===== src/spq_pkg.sv =====
`timescale 1ns / 1ps

package spq_pkg;

    // Queue geometry and stored field widths.
    localparam int DEPTH         = 16;
    localparam int PRIORITY_BITS = 8;
    localparam int TAG_BITS      = 32;

    // Fixed widths of the words on the channels.
    localparam int PRIO_FIELD_W = 8;
    localparam int TAG_FIELD_W  = 32;
    localparam int OCC_FIELD_W  = 5;

    // Entry count must hold DEPTH itself.
    localparam int CNT_W = $clog2(DEPTH + 1);

    typedef logic [PRIORITY_BITS-1:0] t_prio;
    typedef logic [TAG_BITS-1:0]      t_tag;
    typedef logic [CNT_W-1:0]         t_count;

    typedef enum logic {
        OP_INSERT = 1'b0,
        OP_REMOVE = 1'b1
    } t_op;

    typedef enum logic [1:0] {
        STATUS_INSERTED = 2'd0,
        STATUS_REMOVED  = 2'd1,
        STATUS_EMPTY    = 2'd2,
        STATUS_FULL     = 2'd3
    } t_status;

    typedef struct packed {
        t_op                     operation;
        logic [PRIO_FIELD_W-1:0] entry_priority;
        logic [TAG_FIELD_W-1:0]  entry_tag;
    } t_req;

    typedef struct packed {
        t_status                 status;
        logic [PRIO_FIELD_W-1:0] served_priority;
        logic [TAG_FIELD_W-1:0]  served_tag;
        logic [OCC_FIELD_W-1:0]  occupancy;
    } t_rsp;

    typedef enum logic {
        ST_IDLE = 1'b0,
        ST_EXEC = 1'b1
    } t_state;

    // Commands from the controller to the datapath.
    typedef struct packed {
        logic load;
        logic exec;
    } t_dp_cmd;

    // Status from the datapath to the controller.
    typedef struct packed {
        logic out_free;
    } t_dp_sts;

endpackage


===== src/spq_if.sv =====
`timescale 1ns / 1ps

interface spq_req_if;
    import spq_pkg::*;
    logic valid;
    logic ready;
    t_req data;
    modport source (output valid, output data, input ready);
    modport sink   (input valid, input data, output ready);
endinterface

interface spq_rsp_if;
    import spq_pkg::*;
    logic valid;
    logic ready;
    t_rsp data;
    modport source (output valid, output data, input ready);
    modport sink   (input valid, input data, output ready);
endinterface


===== src/spq_ctrl.sv =====
`timescale 1ns / 1ps

module spq_ctrl (
    input  logic             i_clk,
    input  logic             i_rst_n,
    input  logic             i_in_valid,
    input  spq_pkg::t_dp_sts i_sts,
    output logic             o_in_ready,
    output spq_pkg::t_dp_cmd o_cmd
);
    import spq_pkg::*;

    t_state r_state;
    t_state n_state;

    always_ff @(posedge i_clk) begin
        if (!i_rst_n) begin
            r_state <= ST_IDLE;
        end else begin
            r_state <= n_state;
        end
    end

    always_comb begin
        n_state = r_state;
        unique case (r_state)
            ST_IDLE: begin
                if (i_in_valid) begin
                    n_state = ST_EXEC;
                end
            end
            ST_EXEC: begin
                if (i_sts.out_free) begin
                    n_state = ST_IDLE;
                end
            end
            default: n_state = ST_IDLE;
        endcase
    end

    // The update waits in EXEC until the result register can take the new word.
    always_comb begin
        o_in_ready = 1'b0;
        o_cmd      = '0;
        unique case (r_state)
            ST_IDLE: begin
                o_in_ready = 1'b1;
                o_cmd.load = i_in_valid;
            end
            ST_EXEC: begin
                o_cmd.exec = i_sts.out_free;
            end
            default: begin
                o_in_ready = 1'b0;
            end
        endcase
    end

endmodule


===== src/spq_datapath.sv =====
`timescale 1ns / 1ps

module spq_datapath (
    input  logic             i_clk,
    input  logic             i_rst_n,
    input  spq_pkg::t_dp_cmd i_cmd,
    output spq_pkg::t_dp_sts o_sts,
    input  spq_pkg::t_req    i_req_data,
    output logic             o_rsp_valid,
    input  logic             i_rsp_ready,
    output spq_pkg::t_rsp    o_rsp_data
);
    import spq_pkg::*;

    // Latched request.
    t_op    r_op;
    t_prio  r_prio;
    t_tag   r_tag;

    // Sorted slots, head at index 0.
    t_prio  r_slot_prio [DEPTH];
    t_tag   r_slot_tag  [DEPTH];
    t_prio  n_slot_prio [DEPTH];
    t_tag   n_slot_tag  [DEPTH];
    t_count r_count;
    t_count n_count;

    // Result register.
    logic   r_out_valid;
    t_rsp   r_out;
    t_rsp   n_out;

    logic [DEPTH-1:0] keep;
    logic             is_full;
    logic             is_empty;
    logic             do_write;

    assign is_full  = (r_count == CNT_W'(DEPTH));
    assign is_empty = (r_count == '0);

    always_ff @(posedge i_clk) begin
        if (i_cmd.load) begin
            r_op   <= i_req_data.operation;
            r_prio <= t_prio'(i_req_data.entry_priority);
            r_tag  <= t_tag'(i_req_data.entry_tag);
        end
    end

    // An entry stays in place while it is stored and its priority is not lower
    // than the new one; the slots are sorted, so these bits form a prefix.
    always_comb begin
        for (int i = 0; i < DEPTH; i++) begin
            keep[i] = (CNT_W'(i) < r_count) && (r_slot_prio[i] >= r_prio);
        end
    end

    always_comb begin
        n_slot_prio = r_slot_prio;
        n_slot_tag  = r_slot_tag;
        n_count     = r_count;
        n_out       = '0;
        do_write    = 1'b0;
        if (r_op == OP_INSERT) begin
            if (is_full) begin
                n_out.status = STATUS_FULL;
            end else begin
                do_write     = 1'b1;
                n_count      = r_count + 1'b1;
                n_out.status = STATUS_INSERTED;
                if (!keep[0]) begin
                    n_slot_prio[0] = r_prio;
                    n_slot_tag[0]  = r_tag;
                end
                for (int i = 1; i < DEPTH; i++) begin
                    if (!keep[i]) begin
                        if (keep[i-1]) begin
                            n_slot_prio[i] = r_prio;
                            n_slot_tag[i]  = r_tag;
                        end else begin
                            n_slot_prio[i] = r_slot_prio[i-1];
                            n_slot_tag[i]  = r_slot_tag[i-1];
                        end
                    end
                end
            end
        end else begin
            if (is_empty) begin
                n_out.status = STATUS_EMPTY;
            end else begin
                do_write              = 1'b1;
                n_count               = r_count - 1'b1;
                n_out.status          = STATUS_REMOVED;
                n_out.served_priority = PRIO_FIELD_W'(r_slot_prio[0]);
                n_out.served_tag      = TAG_FIELD_W'(r_slot_tag[0]);
                for (int i = 0; i < DEPTH - 1; i++) begin
                    n_slot_prio[i] = r_slot_prio[i+1];
                    n_slot_tag[i]  = r_slot_tag[i+1];
                end
            end
        end
        n_out.occupancy = OCC_FIELD_W'(n_count);
    end

    always_ff @(posedge i_clk) begin
        if (i_cmd.exec && do_write) begin
            r_slot_prio <= n_slot_prio;
            r_slot_tag  <= n_slot_tag;
        end
        if (i_cmd.exec) begin
            r_out <= n_out;
        end
    end

    always_ff @(posedge i_clk) begin
        if (!i_rst_n) begin
            r_count     <= '0;
            r_out_valid <= 1'b0;
        end else begin
            if (i_cmd.exec) begin
                r_count     <= n_count;
                r_out_valid <= 1'b1;
            end else if (i_rsp_ready) begin
                r_out_valid <= 1'b0;
            end
        end
    end

    assign o_sts.out_free = !r_out_valid || i_rsp_ready;
    assign o_rsp_valid    = r_out_valid;
    assign o_rsp_data     = r_out;

`ifndef SYNTH
    a_count_bound: assert property (@(posedge i_clk) disable iff (!i_rst_n)
        r_count <= CNT_W'(DEPTH))
        else $error("entry count beyond depth");

    a_exec_result: assert property (@(posedge i_clk) disable iff (!i_rst_n)
        i_cmd.exec |=> r_out_valid)
        else $error("update without a result word");

    a_insert_count: assert property (@(posedge i_clk) disable iff (!i_rst_n)
        (i_cmd.exec && r_op == OP_INSERT && !is_full)
        |=> r_count == $past(r_count) + 1'b1)
        else $error("insert did not grow the queue");

    a_head_sorted: assert property (@(posedge i_clk) disable iff (!i_rst_n)
        (r_count >= CNT_W'(2)) |-> (r_slot_prio[0] >= r_slot_prio[1]))
        else $error("head slots out of order");
`endif

endmodule


===== src/stable_priority_queue.sv =====
`timescale 1ns / 1ps

// Channel  Direction  Word                                         Handshake
// i_req    in         operation, entry_priority, entry_tag         valid / ready
// o_rsp    out        status, served_priority, served_tag, occ.    valid / ready
//
// A request word is accepted first; then, for an insert, all slots compare
// against the new priority in parallel, and the slots shift by one place.
// A result word waits in an output register, so the next request is accepted
// while it is still pending; the update then holds until that word is taken.
// Reset (i_rst_n, synchronous, active low) empties the queue and drops any
// pending result; slot contents are left as they are.
// A back-pressured output stalls the update stage, never the queue contents.

module stable_priority_queue (
    input  logic              i_clk,
    input  logic              i_rst_n,
    spq_req_if.sink           i_req,
    spq_rsp_if.source         o_rsp
);
    import spq_pkg::*;

    t_dp_cmd w_cmd;
    t_dp_sts w_sts;
    logic    w_in_ready;

    // The controller sequences accept and update; it never touches payload.
    spq_ctrl u_ctrl (
        .i_clk      (i_clk),
        .i_rst_n    (i_rst_n),
        .i_in_valid (i_req.valid),
        .i_sts      (w_sts),
        .o_in_ready (w_in_ready),
        .o_cmd      (w_cmd)
    );

    // The datapath holds the sorted slots, the entry count and the result word.
    spq_datapath u_datapath (
        .i_clk       (i_clk),
        .i_rst_n     (i_rst_n),
        .i_cmd       (w_cmd),
        .o_sts       (w_sts),
        .i_req_data  (i_req.data),
        .o_rsp_valid (o_rsp.valid),
        .i_rsp_ready (o_rsp.ready),
        .o_rsp_data  (o_rsp.data)
    );

    assign i_req.ready = w_in_ready;

endmodule


===== src/flat_wrapper.sv =====
// flat-port wrapper written by rule: the top's interface ports become plain ports
module stable_priority_queue_flat import spq_pkg::*;
  (i_clk, i_rst_n, i_req_valid, i_req_data, i_req_ready, o_rsp_valid, o_rsp_data, o_rsp_ready);
  spq_req_if i_req_i ();
  spq_rsp_if o_rsp_i ();
  input  logic i_clk;
  input  logic i_rst_n;
  input wire logic [$bits(i_req_i.valid)-1:0] i_req_valid;
  input wire logic [$bits(i_req_i.data)-1:0] i_req_data;
  output wire logic [$bits(i_req_i.ready)-1:0] i_req_ready;
  output wire logic [$bits(o_rsp_i.valid)-1:0] o_rsp_valid;
  output wire logic [$bits(o_rsp_i.data)-1:0] o_rsp_data;
  input wire logic [$bits(o_rsp_i.ready)-1:0] o_rsp_ready;
  assign i_req_i.valid = i_req_valid;
  assign i_req_i.data = i_req_data;
  assign i_req_ready = i_req_i.ready;
  assign o_rsp_valid = o_rsp_i.valid;
  assign o_rsp_data = o_rsp_i.data;
  assign o_rsp_i.ready = o_rsp_ready;
  stable_priority_queue u_core (.i_clk(i_clk), .i_rst_n(i_rst_n), .i_req(i_req_i), .o_rsp(o_rsp_i));
endmodule

===== config.mk =====
export PLATFORM = sky130hd
export DESIGN_NAME = stable_priority_queue_flat
export DESIGN_NICKNAME = d
export VERILOG_FILES = /design/src/spq_pkg.sv /design/src/spq_if.sv /design/src/spq_ctrl.sv /design/src/spq_datapath.sv /design/src/stable_priority_queue.sv /design/src/flat_wrapper.sv
export SDC_FILE = /design/constraint.sdc
export NUM_CORES = 1
export LEC_CHECK = 0
export BUFFER_PORTS_ARGS = -buffer_cell sky130_fd_sc_hd__buf_2
export CORE_MARGIN = 2
export CORE_UTILIZATION = 45
export DETAILED_ROUTE_END_ITERATION = 10
export SYNTH_ARGS = -nofsm -noshare
export SYNTH_HDL_FRONTEND = slang
export SYNTH_SLANG_ARGS = --single-unit

===== constraint.sdc =====
create_clock -name i_clk -period 7.85 [get_ports i_clk]
set_input_delay 1.57 -clock i_clk [delete_from_list [all_inputs] [get_ports i_clk]]
set_output_delay 1.57 -clock i_clk [all_outputs]
set_load 0.005 [all_outputs]

==> flow_metrics.tcl <==
set metrics [dict create \
    cts_setup_buffers 0 \
    hp-class "flip-flop to flip-flop" \
    finClkSkew_ps 27.32 \
    drt_iter0_drc 4011 \
    rows 108 \
    core_area_um2 86620 \
    hold_buffers 0 \
    htree_levels 3 \
    path_max_fanout 41 \
    ys.flop_type "edfxtp_1" \
    critPathLaunchType "flip-flop" \
    syn_to_final_growth_pct 9.616 \
    syn_nets 3546 \
    relSlewSlack 0.1198 \
    gr-total-overflow 0 \
    synth_edf_count 728 \
    final-max-slew-violation-count 0 \
    max_freq_mhz 239.2 \
    numCtsBuffers 82 \
    cp.required_ps 8070 \
    arrival_ps 4400 \
    cellPowerDensity_nw_per_um2 252.4 \
    ctsResizeCount 0 \
    setup_tns_ps 0 \
    synth_top_area_cell "edfxtp_1" \
    io_pins 94 \
    endpoint_kind "flip-flop" \
    worstMarginPinSlew_ps 1317 \
    cts.sinks 735 \
    met3WireLength_um 13160 \
    path_class "flip-flop to flip-flop" \
    maxUsedRoutingLayer "met4" \
    p_total_w 0.01085 \
    status "complete, no violations" \
    root_buffer "clkbuf_16" \
    synthCells 3369 \
    gp_congestion 0.8500 \
    grt_util_all_layers 0.2505 \
    drt-met1-wl_um 52060 \
    synth_area_leaders "edfxtp_1, a221o_1, a21oi_1" \
    cap_violations 0 \
    first_pass_iters 6 \
    layout.nets 3431 \
    hold_viol 0 \
    grt_first_pass_wirelength_um 177700 \
    via_count 29630 \
    leakagePower_nw 15.82 \
    drive_above_1_share 0.1164 \
    min_period_ps 4181 \
    avgViaCountPerCell 6.624 \
    die_h_um 299.2 \
    grt_max_degree 250 \
    antenna_found_initial 0 \
    postSynthAreaPerCell_um2 11.64 \
    grt_pass1_vias 28580 \
    clk_pin_slew_worst_paths_ps 60 \
    clkLatencyLatePin_ps 630 \
    cts_tree "done" \
    routedWlPerCell_um 25.88 \
    start_util 0.4528 \
    ys_ff_latch 735 \
    yosysWarnings 0 \
    async_reset_ff_frac 0 \
    die_x_um 299.2 \
    synth_top_area_frac 0.5574 \
    netlist-cell-type-count 56 \
    stdcell_count 4473 \
    io_buffer_count 93 \
    drc_errors 0 \
    cts_buffer_depth 3 \
    fillCellCount 7652 \
    dp_cells 4325 \
    dp_hpwl_um 71830 \
    ys_seq_area_frac 0.5610 \
    rsz0062_at_grt "no" \
    setup_viol 0 \
    synth_area_um2 39220 \
    final_core_util 0.4963 \
    wl_um 115800 \
    drtAntennaViolNets 0 \
    timing.final.crit_share 0.5326 \
    wl_met2_um 48070 \
    die_area_um2 89530 \
    ir_drop_v 0.0001586 \
]
## final cells by class
type,count,area (um^2),area share
Multi-Input combinational cell,2238,15870,0.3691
Clock buffer,101,2166,0.05038
Timing Repair Buffer,169,1099,0.02555
Sequential cell,735,22000,0.5118
Inverter,28,105.1,0.002445
Antenna cell,1,2.502,0.00005821
Tap cell,1155,1445,0.03362
Clock inverter,46,302.8,0.007043
## power by group
group | switching, W | internal (W)
Sequential | 0.000233 | 0.00482
Combinational | 0.00142 | 0.000736
Clock | 0.00159 | 0.00205
Total | 0.00324 | 0.00761
## registers in the layout, indices dropped and copies added (netlist names)
register / count
u_core.u_datapath.r_slot_tag: 512
u_core.u_datapath.r_slot_prio: 128
u_core.u_datapath.r_op: 1
u_core.u_datapath.o_rsp_valid: 1
u_core.u_ctrl.r_state: 1
u_core.u_datapath.r_count: 5
u_core.u_datapath.r_tag: 32
u_core.u_datapath.o_rsp_data: 47
u_core.u_datapath.r_prio: 8
## routing by layer
layer	up-vias	global-route usage
met1	14550	0.3910
met4	0	0.06917
li1	13000	-
met3	164	0.05146
met5	-	0
met2	1918	0.3500
## cell usage after synthesis, drive strengths merged, types with 7 or more instances
cell,count
a21o,46
a2111oi,14
o21ai,41
nand2,602
inv,27
and2,88
mux2,42
mux2i,34
edfxtp,728
nor2,33
a221o,507
o41ai,13
buf,165
nand3,25
a21oi,546
ha,132
a21boi,15
o21a,30
dfxtp,7
nand2b,19
clkbuf,203
o311ai,20
## stage by stage
step | worst slack, ps | hold WS, ps | cell area (um^2)
after floorplan | 2312 | 496.3 | 39220
after global placement | 3696 | 529.0 | 40520
after detailed placement | 3694 | 522.8 | 40520
after CTS | 3693 | 532.2 | 42990
after global routing | 3454 | 565.1 | 42990
final | 3669 | 533.8 | 42990
## cell usage in the layout (no fill, tap or decap), types with 3 or more instances in the layout
cell and instances:
a21boi_4 13, a21oi_4 4, buf_2 93, a2111oi_4 13, bufinv_16 3, nand2_1 601, a21o_1 46, edfxtp_1 728
o21ai_1 11, mux2_2 31, o21a_1 28, clkinv_2 17, xnor2_1 3, buf_4 71, and2_1 88, a21oi_1 542
buf_12 5, nand3_1 25, nor2_2 6, clkbuf_1 17, clkinv_1 22, nand2b_1 6, o21ai_0 29, nor2_1 27
o22ai_1 3, o311ai_1 18, inv_1 26, clkbuf_16 84, mux2_1 11, mux2i_1 34, dfxtp_1 7, nand2b_4 13
o41ai_4 13, ha_1 132, a221o_1 507
## cells by family after synthesis
family | after synthesis | share of synthesized area
compound gates | 1248 | 0.2448
xor+xnor | 5 | 0.001117
fa+ha+maj | 132 | 0.04211
buf+inv | 396 | 0.04403
flops | 735 | 0.5610
mux | 76 | 0.02074
simple gates | 777 | 0.08620
## critical path, stage by stage (launching register included)
cell and delay [ps]:
edfxtp_1 400, inv_1 690, ha_1 400, a2111oi_4 370
o41ai_4 90, buf_4 260, and2_1 220, buf_4 260
a21boi_4 1030
## path summary, 6_finish.rpt
check                                     start                                 to  slack (ps)  depth (start not counted)
hold / removal    u_core.u_datapath.o_rsp_valid      u_core.u_datapath.o_rsp_valid         530                          2
hold reg to reg   u_core.u_datapath.o_rsp_valid      u_core.u_datapath.o_rsp_valid         530                          2
setup / recovery    u_core.u_datapath.r_prio[1]  u_core.u_datapath.r_slot_tag[361]        3670                          8
setup reg to reg    u_core.u_datapath.r_prio[1]  u_core.u_datapath.r_slot_tag[361]        3670                          8
Note: power is estimated with default switching activity, not from simulation.
